## config.mk

```make
export PLATFORM = sky130hd
export DESIGN_NAME = base64_stream_encoder
export DESIGN_NICKNAME = d
export VERILOG_FILES = /design/src/hdl/b64e_pkg.sv /design/src/hdl/b64e_front.sv /design/src/hdl/b64e_fifo.sv /design/src/hdl/b64e_back.sv /design/src/hdl/base64_stream_encoder.sv
export VERILOG_INCLUDE_DIRS = /design/src /design/src/hdl
export SDC_FILE = /design/constraint.sdc
export NUM_CORES = 1
export LEC_CHECK = 0
export ABC_AREA = 1
export BUFFER_PORTS_ARGS = -buffer_cell sky130_fd_sc_hd__buf_2
export CAP_MARGIN = 5
export CORE_MARGIN = 1.5
export CORE_UTILIZATION = 30
export CTS_CLUSTER_DIAMETER = 200
export DETAILED_ROUTE_END_ITERATION = 8
export PLACE_DENSITY = 0.47
export SLEW_MARGIN = 10
export SYNTH_ARGS = -nofsm -noshare
export SYNTH_HDL_FRONTEND = slang
export SYNTH_SLANG_ARGS = --single-unit
```

## constraint.sdc

```tcl
create_clock -name clock -period 8.91 [get_ports clock]
set_clock_uncertainty 0.1 [all_clocks]
set_input_delay 0.4455 -clock clock [delete_from_list [all_inputs] [get_ports clock]]
set_output_delay 0.4455 -clock clock [all_outputs]
set_load 0.02 [all_outputs]
```

## src/hdl/base64_stream_encoder_assert.svh

```systemverilog
// assertion macros shared by the encoder modules
`ifndef BASE64_STREAM_ENCODER_ASSERT_SVH
`define BASE64_STREAM_ENCODER_ASSERT_SVH

`ifndef NO_ASSERTIONS
`define B64E_ASSERT(lbl, prop, msg) \
   lbl: assert property (@(posedge clock) disable iff (reset) prop) else $error(msg);
`define B64E_ASSERT_ALWAYS(lbl, prop, msg) \
   lbl: assert property (@(posedge clock) prop) else $error(msg);
`else
`define B64E_ASSERT(lbl, prop, msg)
`define B64E_ASSERT_ALWAYS(lbl, prop, msg)
`endif

`endif

```

## src/hdl/b64e_pkg.sv

```systemverilog
package b64e_pkg;

   localparam int QUEUE_DEPTH = 2;
   localparam int QUEUE_AW    = $clog2(QUEUE_DEPTH);

   localparam logic [6:0] CHAR_PAD   = 7'd61;
   localparam logic [6:0] CHAR_PLUS  = 7'd43;
   localparam logic [6:0] CHAR_SLASH = 7'd47;

   typedef struct packed {
      logic [7:0] data_byte;
      logic       last_byte;
   } req_type;

   typedef struct packed {
      logic [6:0] out_char;
      logic       out_last;
   } rsp_type;

   // one group ready for emission: have counts the alphabet characters minus one
   typedef struct packed {
      logic [23:0] group;
      logic [1:0]  have;
      logic        last;
   } grp_type;

   typedef struct packed {
      logic    push;
      grp_type grp;
   } grp_push_type;

   function automatic logic [6:0] sextet_char(input logic [5:0] idx);
      logic [6:0] ch;
      case (idx) inside
         [6'd0:6'd25]:  ch = 7'(idx) + 7'd65;
         [6'd26:6'd51]: ch = 7'(idx) + 7'd71;
         [6'd52:6'd61]: ch = 7'(idx) - 7'd4;
         6'd62:         ch = CHAR_PLUS;
         default:       ch = CHAR_SLASH;
      endcase
      return ch;
   endfunction

endpackage

```

## src/hdl/b64e_front.sv

```systemverilog
`include "base64_stream_encoder_assert.svh"

module b64e_front (
   input  logic                  clock,
   input  logic                  reset,
   input  logic                  req_push,
   input  b64e_pkg::req_type     req_data,
   input  logic                  q_full,
   output logic                  accept,
   output b64e_pkg::grp_push_type q_wr
);

   logic [15:0] held_bytes_ff, held_bytes_in;
   logic [1:0]  held_count_ff, held_count_in;
   logic [1:0]  have;
   logic        emit;

   assign accept = req_push && !q_full;

   always_comb begin
      have = (held_count_ff == 2'd0) ? 2'd1 : (held_count_ff == 2'd1) ? 2'd2 : 2'd3;
      case (held_count_ff)
         2'd0:    held_bytes_in = {req_data.data_byte, 8'h00};
         2'd1:    held_bytes_in = {held_bytes_ff[15:8], req_data.data_byte};
         default: held_bytes_in = held_bytes_ff;
      endcase
      emit = (have == 2'd3) || req_data.last_byte;
      held_count_in = emit ? 2'd0 : have;

      q_wr.push      = accept && emit;
      q_wr.grp.have  = have;
      q_wr.grp.last  = req_data.last_byte;
      q_wr.grp.group = (have == 2'd3) ? {held_bytes_ff, req_data.data_byte}
                                      : {held_bytes_in, 8'h00};
   end

   always_ff @(posedge clock) begin
      if (reset) begin
         held_bytes_ff <= '0;
         held_count_ff <= '0;
      end else if (accept) begin
         held_bytes_ff <= emit ? 16'h0000 : held_bytes_in;
         held_count_ff <= held_count_in;
      end
   end

   `B64E_ASSERT(a_count_range, held_count_ff != 2'd3, "group count reached three")
   `B64E_ASSERT(a_gather, accept && !req_data.last_byte && held_count_ff == 2'd0 |=> held_count_ff == 2'd1, "first byte of group not held")

endmodule

```

## src/hdl/b64e_fifo.sv

```systemverilog
`include "base64_stream_encoder_assert.svh"

module b64e_fifo (
   input  logic                   clock,
   input  logic                   reset,
   input  b64e_pkg::grp_push_type wr,
   output logic                   full,
   input  logic                   pop,
   output logic                   empty,
   output b64e_pkg::grp_type      rd_data
);

   b64e_pkg::grp_type           mem_ff [b64e_pkg::QUEUE_DEPTH];
   logic [b64e_pkg::QUEUE_AW-1:0] wr_ptr_ff, rd_ptr_ff;
   logic [b64e_pkg::QUEUE_AW:0]   count_ff;
   logic                          do_push, do_pop;

   assign full    = (count_ff == (b64e_pkg::QUEUE_AW+1)'(b64e_pkg::QUEUE_DEPTH));
   assign empty   = (count_ff == '0);
   assign do_push = wr.push && !full;
   assign do_pop  = pop && !empty;
   assign rd_data = mem_ff[rd_ptr_ff];

   always_ff @(posedge clock) begin
      if (do_push) begin
         mem_ff[wr_ptr_ff] <= wr.grp;
      end
   end

   always_ff @(posedge clock) begin
      if (reset) begin
         wr_ptr_ff <= '0;
         rd_ptr_ff <= '0;
         count_ff  <= '0;
      end else begin
         if (do_push) begin
            wr_ptr_ff <= (wr_ptr_ff == (b64e_pkg::QUEUE_AW)'(b64e_pkg::QUEUE_DEPTH - 1))
                         ? '0 : wr_ptr_ff + 1'b1;
         end
         if (do_pop) begin
            rd_ptr_ff <= (rd_ptr_ff == (b64e_pkg::QUEUE_AW)'(b64e_pkg::QUEUE_DEPTH - 1))
                         ? '0 : rd_ptr_ff + 1'b1;
         end
         if (do_push && !do_pop) begin
            count_ff <= count_ff + 1'b1;
         end else if (do_pop && !do_push) begin
            count_ff <= count_ff - 1'b1;
         end
      end
   end

   `B64E_ASSERT(a_no_overflow, count_ff <= (b64e_pkg::QUEUE_AW+1)'(b64e_pkg::QUEUE_DEPTH), "group queue overfilled")
   `B64E_ASSERT(a_push_dropped, wr.push |-> !full, "group pushed into full queue")

endmodule

```

## src/hdl/b64e_back.sv

```systemverilog
`include "base64_stream_encoder_assert.svh"

module b64e_back (
   input  logic              clock,
   input  logic              reset,
   input  logic              q_empty,
   input  b64e_pkg::grp_type q_data,
   output logic              q_pop,
   output logic              rsp_empty,
   input  logic              rsp_pop,
   output b64e_pkg::rsp_type rsp_data
);

   b64e_pkg::grp_type cur_ff;
   logic [1:0]        slot_ff;
   logic              busy_ff;
   b64e_pkg::rsp_type out_ff, out_in;
   logic              out_valid_ff;
   logic              out_free, take, fetch;
   logic [5:0]        sextet;

   assign out_free = !out_valid_ff || rsp_pop;
   assign take     = busy_ff && out_free;
   // next group is fetched as the fourth character of the current one leaves
   assign fetch    = !q_empty && (!busy_ff || (take && slot_ff == 2'd3));
   assign q_pop    = fetch;

   always_comb begin
      case (slot_ff)
         2'd0:    sextet = cur_ff.group[23:18];
         2'd1:    sextet = cur_ff.group[17:12];
         2'd2:    sextet = cur_ff.group[11:6];
         default: sextet = cur_ff.group[5:0];
      endcase
      out_in.out_char = (slot_ff <= cur_ff.have) ? b64e_pkg::sextet_char(sextet)
                                                 : b64e_pkg::CHAR_PAD;
      out_in.out_last = (slot_ff == 2'd3) && cur_ff.last;
   end

   always_ff @(posedge clock) begin
      if (fetch) begin
         cur_ff <= q_data;
      end
      if (take) begin
         out_ff <= out_in;
      end
   end

   always_ff @(posedge clock) begin
      if (reset) begin
         busy_ff      <= 1'b0;
         slot_ff      <= '0;
         out_valid_ff <= 1'b0;
      end else begin
         if (take) begin
            out_valid_ff <= 1'b1;
            slot_ff      <= slot_ff + 1'b1;
         end else if (rsp_pop) begin
            out_valid_ff <= 1'b0;
         end
         if (fetch) begin
            busy_ff <= 1'b1;
            slot_ff <= '0;
         end else if (take && slot_ff == 2'd3) begin
            busy_ff <= 1'b0;
         end
      end
   end

   assign rsp_empty = !out_valid_ff;
   assign rsp_data  = out_ff;

   `B64E_ASSERT(a_idle_slot, !busy_ff |-> slot_ff == 2'd0, "slot not rewound while idle")
   `B64E_ASSERT(a_last_slot, take && slot_ff != 2'd3 |=> !out_ff.out_last, "end flag on early character")

endmodule

```

## src/hdl/base64_stream_encoder.sv

```systemverilog
// channel   ports                          direction  word
// request   req_push req_full req_data     in         one byte, last-of-message flag
// response  rsp_pop rsp_empty rsp_data     out        one character, last-character flag
//
// one byte is taken per cycle while the group queue has room
// each group of bytes leaves as four characters, one per cycle from the output register while rsp_pop is held
// sustained rate is set by the character emitter: four characters per group of up to three bytes
// synchronous reset empties the group queue and drops any partial group
// a stalled response side fills the two-group queue and then raises req_full
module base64_stream_encoder (
   input  logic              clock,
   input  logic              reset,
   input  logic              req_push,
   output logic              req_full,
   input  b64e_pkg::req_type req_data,
   output logic              rsp_empty,
   input  logic              rsp_pop,
   output b64e_pkg::rsp_type rsp_data
);

   b64e_pkg::grp_push_type q_wr;
   b64e_pkg::grp_type      q_rd;
   logic                   q_full, q_empty, q_pop, accept;

   b64e_front u_front (
      .clock    (clock),
      .reset    (reset),
      .req_push (req_push),
      .req_data (req_data),
      .q_full   (q_full),
      .accept   (accept),
      .q_wr     (q_wr)
   );

   b64e_fifo u_fifo (
      .clock   (clock),
      .reset   (reset),
      .wr      (q_wr),
      .full    (q_full),
      .pop     (q_pop),
      .empty   (q_empty),
      .rd_data (q_rd)
   );

   b64e_back u_back (
      .clock     (clock),
      .reset     (reset),
      .q_empty   (q_empty),
      .q_data    (q_rd),
      .q_pop     (q_pop),
      .rsp_empty (rsp_empty),
      .rsp_pop   (rsp_pop),
      .rsp_data  (rsp_data)
   );

   assign req_full = q_full;

   `include "base64_stream_encoder_assert.svh"

   `B64E_ASSERT(a_accept, accept == (req_push && !req_full), "byte take disagrees with handshake")

endmodule

```

==> impl_metrics.yaml <==
cts:
  worstSkewPairLatency_ns: 0.41
  post_cts_buffers: 0
  cts_buffer_depth: 2
  cts_hold_buf: 0
  cts_buffers: 17
  clock_sinks: 115
  cts_resized: 0
  cts-root-buf: "clkbuf_16"
  ctsHtreeMaxLevel: 4
  clk_pin_slew_ns: 0.05
  cts_tree: "done"
synthesis:
  netlist-cell-type-count: 32
  synthMuxAreaShare_pct: 0
  synth-xor-area-share_pct: 0.689
  synth_simple_gate_area_share_pct: 21.2
  synthTopCellsByArea: "edfxtp_1 53%, nand2_1 15%, dfxtp_1 10%, ha_1 3.4%, inv_1 3.1%"
  synth_area_leader_cell: "edfxtp_1"
  synth_top_family_by_area: "simple AND/OR/NAND/NOR gates"
  ys.warnings.count: 0
  syn_nets: 546
  synthAdderAreaFrac_pct: 3.44
  synthCells: 519
  avgSynthCellArea_um2: 9.80
  ys_ff_latch: 115
  synth_top_cell_area_share_pct: 52.5
  netlist_area_um2: 5090
  yosysSeqAreaShare_pct: 62.8
  synth_compound_area_share_pct: 7.18
global_routing:
  grt_pass1_wl_um: 16800
  grt_usage_pct: 12.4
  grt_max_degree: 32
  antenna_found_initial: 0
  grt_pass1_vias: 3351
  overflow: 0
min_path:
  hp-class: "primary input to register"
sta:
  relSlewSlack_pct: 45.3
  finalCritPeriodShare_pct: 28.0
  rsz0062_at_grt: "no"
  finalSetupTns_ns: 0
  clock.fmax_ghz: 0.401
  finalHoldViolCount: 0
  setup_viol: 0
  worstMarginPinSlew_ns: 0.816
  finalCriticalPeriod_ns: 2.49
  slew_viol_final: 0
detailed_routing:
  wire_per_inst_um: 12.6
  via_per_inst: 4.29
  first_pass_iters: 6
  first_iter_violations: 120
  ant_nets: 0
  vias: 3364
  post-route-drc-count: 0
  wirelength_um: 9910
finish:
  n_antenna_cell: 0
  fin_cells: 784
  drive_gt1_share_pct: 14.0
  syn2layout_area_growth_pct: 17.9
  final_area_um2: 6000
  num-nets-final: 578
flow_run:
  drv_cap: 0
die:
  rows: 47
  dieWidth_um: 133
  fp.dieH_um: 133
  fp.dieArea_um2: 17700
  coreArea_um2: 16600
  initial_core_util_pct: 30.7
  num_io_pins: 23
worst_setup_path:
  path_delay_family: "simple AND/OR/NAND/NOR gates"
  cp_slowest_cell: "dfxtp_1"
  crit_type: "register to register"
  cpPeakStageDelay_ns: 0.40
  path_buf_inv: 2
  required_ns: 8.97
  crit_arrival_ns: 2.55
  critPathMaxFanout: 7
  critPathLaunchType: "register"
  path_cells: "inv_1 -> ha_1 -> nand2_1 -> nand2_1 -> o21bai_1 -> ha_1 -> nand2_2 -> nand2_2 -> nand2_2 -> nand2_4 -> inv_2 -> nand3_1 -> nand2_1"
  setup.worst_path.end_class: "register"
power:
  p_leak_nw: 2.48
  swShare_pct: 34.4
  intPower_w: 0.00134
  irDropWorstVdd_mv: 0.158
  power.density_nw_per_um2: 342
  p_seq_share_pct: 38.2
  pwr-share-comb_pct: 31.8
  clkPwrFrac_pct: 30.0
  p_sw_w: 0.000704
place:
  port_buffers: 22
  dp_hpwl_um: 6870
  dp.cells: 752
  place_congestion: 0.778
  postPlaceCellArea_um2: 5450
status:
  outcome: "finished, final reports clean"
metal layers:
layer  part of all wire, %  track usage, %  vias up
li1                      -               -     1753
met1                    49            15.8     1543
met2                    45            19.6       56
met3                   3.8            3.54       12
met4                   1.8            5.74        0
met5                     0               0        -
stage by stage:
| step | util [%] | hold WS [ns] | worst slack (ns) | power, W |
|---|---|---|---|---|
| after floorplan | - | 0.344 | 5.61 | 0.00128 |
| after global placement | 32.9 | 0.351 | 6.47 | 0.00145 |
| after detailed placement | 32.9 | 0.356 | 6.44 | 0.00145 |
| after CTS | 36.2 | 0.163 | 6.43 | 0.00208 |
| after global routing | 36.2 | 0.167 | 6.20 | 0.00220 |
| final | 36.2 | 0.181 | 6.42 | 0.00205 |
placed cells by master (no fill, tap or decap), drive strengths merged:
cell    synthesis  layout
o21a            1       1
a22oi           1       1
xor2            4       4
a21oi          31      31
edfxtp         89      89
o21bai          3       3
bufinv          0       1
nand2         216     216
o21ai          24      24
clkinv          1       6
buf             7      27
dfxtp          26      26
ha             14      14
nor2           34      34
clkbuf          7      26
nand3b          1       1
nand4           1       1
nand3          12      12
or2             2       2
inv            45      45
power groups by stage:
stage,registers (W),logic (W),clock network (W)
4_1_cts,0.000785,0.000661,0.000631
3_5_place_dp,0.000795,0.000658,0
6_report,0.000782,0.000651,0.000616
5_1_grt,0.000794,0.000750,0.000656
2_1_floorplan,0.000804,0.000472,0
3_3_place_gp,0.000796,0.000658,0
final timing paths:
check	start	endpoint	slack [ns]	depth (start not counted)
setup reg to reg	u_back.slot_ff[0]	u_back.rsp_data[3]	6.42	13
hold reg to reg	u_front.held_bytes_ff[13]	u_front.held_bytes_ff[13]	0.36	2
setup / recovery	u_back.slot_ff[0]	u_back.rsp_data[3]	6.42	13
hold / removal	req_data[0]	u_fifo.mem_ff[1][0]	0.18	1
worst reg2reg max path, cell delays in order (launching register included):
cell and delay [ns]:
dfxtp_1 0.40, inv_1 0.12, ha_1 0.28, nand2_1 0.09, nand2_1 0.07, o21bai_1 0.40
ha_1 0.26, nand2_2 0.08, nand2_2 0.10, nand2_2 0.06, nand2_4 0.09, inv_2 0.07
nand3_1 0.08, nand2_1 0.05
registers in the layout, summed over array words and instances (netlist names):
register / cells
u_back.rsp_data: 8
u_fifo.rd_ptr_ff: 1
u_back.slot_ff: 2
u_front.held_count_ff: 2
u_fifo.wr_ptr_ff: 1
u_back.cur_ff: 27
u_back.busy_ff: 1
u_back.out_valid_ff: 1
u_front.held_bytes_ff: 16
u_fifo.count_ff: 2
u_fifo.mem_ff: 54
logic make-up (layout without fill, tap and decap cells):
family          count (synthesis)  in the layout
simple gates                  266            266
flops                         115            115
compound gates                 60             60
buf+inv                        60            105
fa+ha+maj                      14             14
xor+xnor                        4              4
Yosys cell counts:
master and count:
nand2_1 208, edfxtp_1 89, inv_1 42, a21oi_1 30
nor2_1 29, dfxtp_1 26, o21ai_0 20, ha_1 14
nand3_1 12, clkbuf_1 7, buf_2 5, nand2_2 5
nor2_2 4, xor2_1 4, inv_2 3, nand2_4 3
o21ai_4 2, o21bai_4 2, a21oi_2 1, a22oi_1 1
buf_1 1, buf_6 1, clkinv_1 1, nand3b_1 1
nand4_1 1, nor2_4 1, o21a_1 1, o21ai_1 1
o21ai_2 1, o21bai_1 1, or2_2 1, or2_4 1
cell type report:
cell class / instances / area [um^2]
Fill cell: 1689 / 10600
Multi-Input combinational cell: 344 / 1660
Inverter: 46 / 173
Clock inverter: 6 / 53.8
Clock buffer: 26 / 489
Timing Repair Buffer: 27 / 148
Sequential cell: 115 / 3190
Tap cell: 220 / 275
No activity file was read; power rests on OpenSTA's default activity.
